## src/rtl/text_console_writer_top_defines.svh

```systemverilog
// ----------------------------------------------------------------------------
// Text console writer assertion macros
// Shared property forms for the console engine checks.
// ----------------------------------------------------------------------------
`ifndef TEXT_CONSOLE_WRITER_TOP_DEFINES_SVH
`define TEXT_CONSOLE_WRITER_TOP_DEFINES_SVH

// same-cycle implication, disabled during reset
`define TCW_ASSERT_IMP(label, clk, rst, ante, cons) \
   label: assert property (@(posedge clk) disable iff (rst) (ante) |-> (cons)) \
      else $error("console check failed");

// next-cycle implication, disabled during reset
`define TCW_ASSERT_NXT(label, clk, rst, ante, cons) \
   label: assert property (@(posedge clk) disable iff (rst) (ante) |=> (cons)) \
      else $error("console check failed");

`endif

```

## src/rtl/tcw_pkg.sv

```systemverilog
// ----------------------------------------------------------------------------
// Text console writer package
// Geometry, field widths, character codes, state and decode plan types.
// ----------------------------------------------------------------------------
package tcw_pkg;

   // screen and memory geometry
   localparam int COLUMNS      = 80;
   localparam int ROWS         = 25;
   localparam int MEM_CELLS    = 8192;
   localparam int SCREEN_CELLS = COLUMNS * ROWS;

   // field widths
   localparam int CELL_W  = $clog2(MEM_CELLS);
   localparam int COL_W   = $clog2(COLUMNS + 1);
   localparam int ROW_W   = $clog2(ROWS);
   localparam int DATA_W  = 16;
   localparam int ATTR_W  = 8;
   localparam int CHAR_W  = 8;
   localparam int ACT_W   = 2;
   localparam int CSR_W   = 1;
   localparam int CPY_W   = $clog2(SCREEN_CELLS + 1);
   localparam int BLK_W   = $clog2(COLUMNS);
   localparam int SUM_W   = $clog2(MEM_CELLS + SCREEN_CELLS + COLUMNS + 1);

   // reset values of the control registers
   localparam logic [ATTR_W-1:0] ATTR_RESET  = 8'h07;
   localparam logic [DATA_W-1:0] BLANK_RESET = 16'h0720;

   // actions
   localparam logic [ACT_W-1:0] ACT_WRITE = 2'd0;
   localparam logic [ACT_W-1:0] ACT_CLEAR = 2'd1;
   localparam logic [ACT_W-1:0] ACT_READ  = 2'd2;

   // control register indexes
   localparam logic [CSR_W-1:0] CSR_CHAR_ATTR = 1'd0;
   localparam logic [CSR_W-1:0] CSR_BLANK     = 1'd1;

   // character codes
   localparam logic [CHAR_W-1:0] CH_NUL = 8'h00;
   localparam logic [CHAR_W-1:0] CH_ENQ = 8'h05;
   localparam logic [CHAR_W-1:0] CH_BEL = 8'h07;
   localparam logic [CHAR_W-1:0] CH_BS  = 8'h08;
   localparam logic [CHAR_W-1:0] CH_TAB = 8'h09;
   localparam logic [CHAR_W-1:0] CH_LF  = 8'h0A;
   localparam logic [CHAR_W-1:0] CH_VT  = 8'h0B;
   localparam logic [CHAR_W-1:0] CH_FF  = 8'h0C;
   localparam logic [CHAR_W-1:0] CH_CR  = 8'h0D;
   localparam logic [CHAR_W-1:0] CH_ESC = 8'h1B;
   localparam logic [CHAR_W-1:0] CH_DEL = 8'h7F;

   // sequencer states
   typedef enum logic [2:0] {
      ST_CLEAR,
      ST_IDLE,
      ST_READ,
      ST_COPY,
      ST_BLANK,
      ST_PUT
   } state_type;

   // what one accepted beat does, decided in the idle cycle
   typedef struct packed {
      logic              wr_en;
      logic [CELL_W-1:0] wr_addr;
      logic [DATA_W-1:0] wr_data;
      logic [CELL_W-1:0] cur;
      logic [COL_W-1:0]  col;
      logic [ROW_W-1:0]  row;
      logic              scroll;
      logic              copy;
      logic              put_after;
      logic              rd_en;
      logic              clear;
   } plan_type;

endpackage

```

## src/rtl/tcw_decode.sv

```systemverilog
// ----------------------------------------------------------------------------
// Text console writer decode
// Interprets one request beat against the cursor state: next cursor values,
// the single cell write it needs, and whether a scroll sequence follows.
// ----------------------------------------------------------------------------
module tcw_decode (
   input  logic [tcw_pkg::ACT_W-1:0]  action,
   input  logic [tcw_pkg::CHAR_W-1:0] char_code,
   input  logic [tcw_pkg::CELL_W-1:0] cur,
   input  logic [tcw_pkg::CELL_W-1:0] win,
   input  logic [tcw_pkg::COL_W-1:0]  col,
   input  logic [tcw_pkg::ROW_W-1:0]  row,
   input  logic [tcw_pkg::ATTR_W-1:0] char_attr,
   input  logic [tcw_pkg::DATA_W-1:0] blank,
   output tcw_pkg::plan_type          plan
);

   localparam logic [tcw_pkg::CELL_W-1:0] COLS_CELL = tcw_pkg::CELL_W'(tcw_pkg::COLUMNS);
   localparam logic [tcw_pkg::COL_W-1:0]  COLS_COL  = tcw_pkg::COL_W'(tcw_pkg::COLUMNS);
   localparam logic [tcw_pkg::ROW_W-1:0]  LAST_ROW  = tcw_pkg::ROW_W'(tcw_pkg::ROWS - 1);
   localparam logic [tcw_pkg::SUM_W-1:0]  SCROLL_SPAN =
      tcw_pkg::SUM_W'(tcw_pkg::SCREEN_CELLS + tcw_pkg::COLUMNS);
   localparam logic [tcw_pkg::SUM_W-1:0]  MEM_LIMIT = tcw_pkg::SUM_W'(tcw_pkg::MEM_CELLS);

   logic                         last_row;
   logic [tcw_pkg::CELL_W-1:0]   cr_cur;
   logic [tcw_pkg::DATA_W-1:0]   glyph;
   logic                         near_end;

   // shared terms
   assign last_row = (row == LAST_ROW);
   assign cr_cur   = cur - tcw_pkg::CELL_W'(col);
   assign glyph    = {char_attr, char_code};
   assign near_end = ({{(tcw_pkg::SUM_W - tcw_pkg::CELL_W){1'b0}}, win} + SCROLL_SPAN)
                     >= MEM_LIMIT;

   // beat interpretation
   always_comb begin
      plan           = '0;
      plan.cur       = cur;
      plan.col       = col;
      plan.row       = row;
      plan.wr_addr   = cur;
      plan.wr_data   = blank;
      unique case (action)
         tcw_pkg::ACT_WRITE: begin
            unique case (char_code) inside
               tcw_pkg::CH_NUL, tcw_pkg::CH_ENQ, tcw_pkg::CH_BEL,
               tcw_pkg::CH_TAB, tcw_pkg::CH_VT, tcw_pkg::CH_ESC: begin
               end
               tcw_pkg::CH_BS: begin
                  if (col != '0) begin
                     plan.col     = col - tcw_pkg::COL_W'(1);
                     plan.cur     = cur - tcw_pkg::CELL_W'(1);
                     plan.wr_en   = 1'b1;
                     plan.wr_addr = cur - tcw_pkg::CELL_W'(1);
                  end
               end
               tcw_pkg::CH_LF: begin
                  plan.col = '0;
                  if (last_row) begin
                     plan.scroll = 1'b1;
                     plan.cur    = cr_cur;
                  end else begin
                     plan.row = row + tcw_pkg::ROW_W'(1);
                     plan.cur = cr_cur + COLS_CELL;
                  end
               end
               tcw_pkg::CH_FF: begin
                  if (last_row) begin
                     plan.scroll = 1'b1;
                  end else begin
                     plan.row = row + tcw_pkg::ROW_W'(1);
                     plan.cur = cur + COLS_CELL;
                  end
               end
               tcw_pkg::CH_CR: begin
                  plan.cur = cr_cur;
                  plan.col = '0;
               end
               tcw_pkg::CH_DEL: begin
                  plan.wr_en = 1'b1;
               end
               default: begin
                  plan.wr_data = glyph;
                  if (col >= COLS_COL) begin
                     // pending wrap: move to the next line first
                     if (last_row) begin
                        plan.scroll    = 1'b1;
                        plan.put_after = 1'b1;
                        plan.cur       = cr_cur;
                        plan.col       = '0;
                     end else begin
                        plan.row     = row + tcw_pkg::ROW_W'(1);
                        plan.wr_en   = 1'b1;
                        plan.wr_addr = cr_cur + COLS_CELL;
                        plan.cur     = cr_cur + COLS_CELL + tcw_pkg::CELL_W'(1);
                        plan.col     = tcw_pkg::COL_W'(1);
                     end
                  end else begin
                     plan.wr_en = 1'b1;
                     plan.cur   = cur + tcw_pkg::CELL_W'(1);
                     plan.col   = col + tcw_pkg::COL_W'(1);
                  end
               end
            endcase
         end
         tcw_pkg::ACT_CLEAR: plan.clear = 1'b1;
         tcw_pkg::ACT_READ:  plan.rd_en = 1'b1;
         default: begin
         end
      endcase
      plan.copy = plan.scroll && near_end;
   end

endmodule

```

## config.mk

```make
export PLATFORM = sky130hd
export DESIGN_NAME = tcw_decode
export DESIGN_NICKNAME = d
export VERILOG_FILES = /design/src/rtl/text_console_writer_top_defines.svh /design/src/rtl/tcw_pkg.sv /design/src/rtl/tcw_decode.sv
export SDC_FILE = /design/constraint.sdc
export NUM_CORES = 1
export LEC_CHECK = 0
export ABC_CLOCK_PERIOD_IN_PS = 5150
export BUFFER_PORTS_ARGS = -buffer_cell sky130_fd_sc_hd__buf_4
export CELL_PAD_IN_SITES_DETAIL_PLACEMENT = 1
export CELL_PAD_IN_SITES_GLOBAL_PLACEMENT = 1
export CORE_MARGIN = 2
export CORE_UTILIZATION = 36
export DETAILED_ROUTE_END_ITERATION = 12
export PLACE_DENSITY_LB_ADDON = 0.1
export SLEW_MARGIN = 40
export SYNTH_ARGS = -nofsm -noshare
export SYNTH_HDL_FRONTEND = slang
export SYNTH_SLANG_ARGS = --single-unit
```

## constraint.sdc

```tcl
create_clock -name vclk -period 5.15
set_input_delay 0.2575 -clock vclk [all_inputs]
set_output_delay 0.2575 -clock vclk [all_outputs]
set_load 0.01 [all_outputs]
```

# Word-level counts from Yosys, hierarchy flattened
# Cells that the tools add are included.
# W data, S select, Z words.
# word_totals
register_bits,0
in_bits,72
out_inout_bits,60
wordCells,61
# op_classes
add_sub_neg,10
order_cmp,2
eq_ne,13
n_mux,24
n_reduce_logical,12
# ops
cell,n
$pmux W13 S5,1
$mux W20,3
$mux W56,1
$eq A8 B4 Y1 const B,6
$mux W13,3
$mux W14,2
$add A13 B1 Y13 const B,2
$add A13 B7 Y13 const B,2
$pmux W13 S2,1
$pmux W7 S3,1
$reduce_or A9 Y1,2
$eq A8 B3 Y1 const B,2
$mux W16,1
$add A13 B12 Y14 const B,1
$ge A14 B14 Y1 const B,1
$sub A13 B1 Y13 const B,1
$sub A13 B7 Y13,1
$pmux W6 S2,1
$reduce_or A11 Y1,1
$reduce_or A10 Y1,1
$eq A8 B5 Y1 const B,1
$eq A8 B7 Y1 const B,1
$logic_not A8 Y1,1
$reduce_or A8 Y1,1
other kinds (16),23

# Longest topological paths before layout
# Gate-level depths: netlist of the first run.
# logic_depth
depth_word,8
ltp_mapped,16
mapped_depth_nobuf,16

# Least setup slack after synthesis of the first run
# No wires, ideal clock.
# synth_path
kind,input port to output port
from,in cur[0] (netlist bit)
to,out plan[29] (netlist bit)
t_arrival_ps,3594
required_ps,4893
setup_slack_ps,1299
path_stages,15
path_buffers,1
path_cell_list,inv_1 ha_1 fa_1 nor2b_1 o21ai_0 a21oi_1 ha_1 buf_1 inv_1 nand2_1 o211ai_4 or3_4 a2111oi_4 mux2i_1 a32oi_1
# synth_lines
item,line_no,rtl
start: declaration,tcw_decode.sv:9,"input logic [tcw_pkg::CELL_W-1:0] cur,"
end: declaration,tcw_decode.sv:15,output tcw_pkg::plan_type plan

==> flow_summary.json, run 1 <==
{
  "layout.cells.non_filler": 828,
  "cp.buffers_inverters": 4,
  "setup_tns_ns": 0,
  "grt-ovfl-total": 0,
  "multiInputGateArea_sq_um": 3546,
  "buffer_ports.inserted": 127,
  "n_antenna_cell": 0,
  "seq_area_sq_um": 0,
  "wl_met1_um": 7360,
  "final_hold_viol_count": 0,
  "grt_max_degree": 35,
  "placed_area_sq_um": 4825,
  "ir_drop_mv": 0.04535,
  "wl_met3_um": 1107,
  "rows": 37,
  "final_area_sq_um": 4842,
  "nets": 787,
  "cellPowerDensity_nw_per_um2": 113.3,
  "top_layer_used": "met4",
  "dp_slack_ns": 0.5167,
  "postLayoutCoreUtil": 0.4754,
  "status": "complete, no violations",
  "avgSynthCellArea_sq_um": 6.324,
  "post-route-period-util": 0.9072,
  "grt_pass1_vias": 5151,
  "syn-instance-count": 590,
  "syn_nets": 683,
  "worstSetupStartpoint": "cur[0]",
  "cp-endpoint": "plan[29]",
  "drive_gt1_frac": 0.2500,
  "gp_congestion": 0.9809,
  "cp-end-kind": "output port",
  "arrival_ns": 4.41,
  "post_cts_buffers": 0,
  "max_freq_mhz": 214.0,
  "area_delta_synth_final_pct": 29.78,
  "ant_nets": 0,
  "grt_pass1_wl_um": 27390,
  "max_stage_delay_ns": 0.60,
  "tightest_slew_ns": 0.8586,
  "worst-path-stages": 16,
  "synth_cell_types": 70,
  "dr.pass1.iters": 5,
  "critical_path_class": "in -> out",
  "antenna_found_initial": 0,
  "cap_viol_max_count": 0,
  "fp.dieH_um": 105.8,
  "die_w_um": 105.8,
  "min_period_ns": 4.672,
  "setup_slack_ns": 0.4780,
  "wl_per_cell_um": 20.84,
  "setup-violations-final": 0,
  "syn_area_sq_um": 3731,
  "critPathSlowestCell": "a21oi_1",
  "critPathMaxFanout": 9,
  "grt_use_total": 0.3005,
  "hpwlAfterDp_um": 13170,
  "post_cts_resized": 0,
  "path_delay_family": "compound AO/OA/AOI/OAI gates",
  "cts_hold_buf": 0,
  "drc": 0,
  "required_ns": 4.89,
  "clock_buffers": 0,
  "viasPerCell": 6.267,
  "cp_cell_sequence": "buf_4 -> inv_1 -> ha_1 -> fa_1 -> nor2b_1 -> o21ai_0 -> a21oi_1 -> ha_1 -> inv_1 -> nand2_1 -> o211ai_4 -> or3_4 -> a2111oi_4 -> mux2i_1 -> a32oi_1 -> buf_4",
  "rsz0062_at_grt": "false",
  "startpoint_type": "primary input",
  "start_util": 0.3663,
  "seq_cells": 0,
  "drtIter0Drc": 395,
  "drv_slew": 0,
  "die_area_sq_um": 11190,
  "dpl.cell_count": 828,
  "wirelength_um": 17260,
  "hp-class": "in -> out",
  "worst_hold_slack_ns": 0.7736,
  "leakage_nw": 1.950,
  "ys_seq_area_frac": 0,
  "fillers": 1372,
  "num_vias": 5189,
  "total_power_mw": 0.5484,
  "core_area_sq_um": 10180,
  "ios": 132,
  "yosysWarnings": 0,
  "max_slew_margin": 0.4223,
  "routed-wl-met2_um": 8322
}
-- cell usage in the layout, fill, tap and decap left out, types with 9 or more instances in the layout --
cell type	count
buf_4	140
a21oi_1	46
nor4_1	9
nor2_1	53
nor2b_1	10
o21ai_0	59
xor2_1	18
and3_1	11
xnor2_1	33
ha_1	20
nand2_1	66
nor3_1	16
nand3_1	19
inv_1	20
mux2_2	15
-- cell families after synthesis --
kind of cell,share of synthesized area
compound gates,0.3887
xor+xnor,0.1241
fa+ha+maj,0.07243
buf+inv,0.06036
mux,0.05064
simple gates,0.3038
-- layer usage --
| metal | vias to the layer above | global-route usage |
|---|---|---|
| li1 | 2433 | - |
| met1 | 2497 | 0.3885 |
| met2 | 221 | 0.5295 |
| met3 | 38 | 0.03340 |
| met4 | 0 | 0.07519 |
| met5 | - | 0 |
-- worst min path at each step --
stage | cells past startpoint | endpoint | start | slack (ns)
CTS | 3 | plan[0] | action[1] | 0.78
detailed placement | 3 | plan[0] | action[1] | 0.78
global route | 3 | plan[0] | action[1] | 0.80
finish | 3 | plan[0] | action[1] | 0.77
global placement | 3 | plan[1] | action[0] | 0.77
floorplan | 1 | plan[0] | action[1] | 0.56
-- tightest hold or removal path, stage by stage --
cell and delay [ns]:
buf_4 0.09, nor2b_1 0.04, buf_4 0.13
-- where the power goes --
group          internal, mW  switching (mW)
logic                 0.228           0.321
clock network             0               0
registers                 0               0
-- cells in the mapped netlist, types with 7 or more instances --
master,instances,area (sq um)
ha_1,20,250.2
nor4_1,10,62.56
o21ai_0,60,300.3
nand2_1,66,247.7
clkbuf_1,33,123.9
and3_1,11,68.82
nor2b_1,10,62.56
o211ai_1,8,60.06
xnor2_1,33,289.0
xor2_1,18,157.7
nand3_1,19,95.09
nor2_1,55,206.5
mux2_2,15,168.9
a211oi_1,7,52.55
o21a_1,8,60.06
inv_1,20,75.07
a21oi_1,46,230.2
or3_1,8,50.05
nor3_1,16,80.08
-- final cells by class --
type                       count  share of cell area
inverter                      20             0.01550
multi-input combinational    532              0.7323
tap                          136             0.03514
timing repair buffer         140              0.2171
Note: power is estimated with default switching activity, not from simulation.
==> run 2: changes to the inputs <==
Settings changed: ABC_CLOCK_PERIOD_IN_PS 5150 to 4400.
Clock period 5.15 ns to 4.4 ns, I/O delays scaled along.
==> flow_summary.json, run 2 (synthesis gave the netlist of run 1 again) <==
{
  "critPathMaxFanout": 7,
  "setup_tns_ns": 0,
  "buffer_ports.inserted": 127,
  "grt_max_degree": 35,
  "status": "complete, no violations",
  "hpwlAfterDp_um": 13250,
  "layout.cells.most_common_list": "buf_4, nand2_1, o21ai_0, nor2_1, a21oi_1",
  "gp_congestion": 0.9134,
  "drive_gt1_frac": 0.2628,
  "switching_share": 0.5710,
  "grt_use_met2": 0.5069,
  "grt-ovfl-total": 0,
  "arrival_ns": 3.86,
  "rsz0062_at_grt": "false",
  "cap_viol_max_count": 0,
  "drv_slew": 0,
  "drtIter0Drc": 297,
  "final_hold_viol_count": 0,
  "critical_path_class": "in -> out",
  "cp-end-kind": "output port",
  "num_vias": 5260,
  "worst_hold_slack_ns": 0.7036,
  "n_antenna_cell": 0,
  "fp.dieH_um": 105.8,
  "seq_area_sq_um": 0,
  "rows": 37,
  "comb_power_share": 1.000,
  "area_delta_synth_final_pct": 31.69,
  "fillers": 1366,
  "ios": 132,
  "mostFrequentLayoutCell": "buf_4",
  "die_w_um": 105.8,
  "grt_use_total": 0.2954,
  "leakage_nw": 2.005,
  "drc": 0,
  "die_area_sq_um": 11190,
  "grt.busiest_layer": "met2",
  "placed_area_sq_um": 4893,
  "clock_buffers": 0,
  "viasPerCell": 6.262,
  "grt_pass1_wl_um": 27220,
  "seq_cells": 0,
  "cellPowerDensity_nw_per_um2": 133.5,
  "setup-violations-final": 0,
  "antenna_found_initial": 0,
  "grtUsageMet1": 0.3853,
  "switchingPower_mw": 0.3746,
  "core_area_sq_um": 10180,
  "wirelength_um": 17080,
  "hp-class": "in -> out",
  "p_int_mw": 0.2814,
  "start_util": 0.3663,
  "post-route-period-util": 0.9282,
  "tightest_slew_ns": 0.9253,
  "grt_pass1_vias": 5292,
  "required_ns": 4.18,
  "startpoint_type": "primary input",
  "grt.met3_usage": 0.02412,
  "cts_hold_buf": 0,
  "post_cts_buffers": 0,
  "final_area_sq_um": 4913,
  "ir_drop_mv": 0.05088,
  "max_slew_margin": 0.3831,
  "clkPwrFrac": 0,
  "ant_nets": 0,
  "max_freq_mhz": 244.9,
  "post_cts_resized": 0,
  "wl_per_cell_um": 20.33,
  "dr.pass1.iters": 5,
  "min_period_ns": 4.084,
  "nets": 799,
  "p_seq_frac": 0,
  "postLayoutCoreUtil": 0.4824
}
==> run 2: cell types whose count changed in the layout (fill, tap and decap cells not counted) <==
| cell | delta |
|---|---|
| a311oi_2 | +1 |
| nor2_4 | -1 |
| o21ai_2 | +1 |
| nor2_2 | +1 |
| nor4_1 | +1 |
| a311oi_4 | -1 |
| o21ai_1 | -1 |
| buf_4 | +12 |
| nor4_2 | -1 |
==> run 2: layer usage <==
layer	share of wire	vias up
met5	0	-
met4	0.038	0
met3	0.058	43
met2	0.47	206
met1	0.43	2551
li1	-	2460
==> run 2: area by class of cell <==
type,count,area (sq um),share of cell area
Inverter,20,75.07,0.01528
Multi-Input combinational cell,532,3527,0.7179
Tap cell,136,170.2,0.03463
Timing Repair Buffer,152,1141,0.2322
==> run 2: worst max-delay path, stage by stage <==
cell and delay (ns):
buf_4 0.13, inv_1 0.10, ha_1 0.25, fa_1 0.42, nor2b_1 0.20, o21ai_0 0.11
a21oi_1 0.37, ha_1 0.28, inv_1 0.09, nand2_1 0.20, o211ai_4 0.15, or3_4 0.42
a2111oi_4 0.41, mux2i_1 0.22, a32oi_1 0.11, buf_4 0.18
==> run 2: power by group through the flow <==
stage | clock network (mW) | registers, mW | logic, mW
after floorplan | 0 | 0 | 0.394
after global placement | 0 | 0 | 0.628
after detailed placement | 0 | 0 | 0.646
after CTS | 0 | 0 | 0.649
after global routing | 0 | 0 | 0.714
final | 0 | 0 | 0.656
==> run 2: final timing paths <==
| kind | endpoint | cells after the start | startpoint | slack (ns) |
|---|---|---|---|---|
| worst max-delay path | plan[29] | 16 | cur[0] | 0.32 |
| worst min-delay path | plan[1] | 3 | action[0] | 0.70 |
==> run 2: through the flow <==
stage	std cells	setup WS, ns	total power, mW
floorplan	590	0.6236	0.3938
global placement	839	0.4760	0.6276
detailed placement	839	0.3962	0.6458
CTS	839	0.3561	0.6486
global route	840	0.03320	0.7143
finish	840	0.3160	0.6560
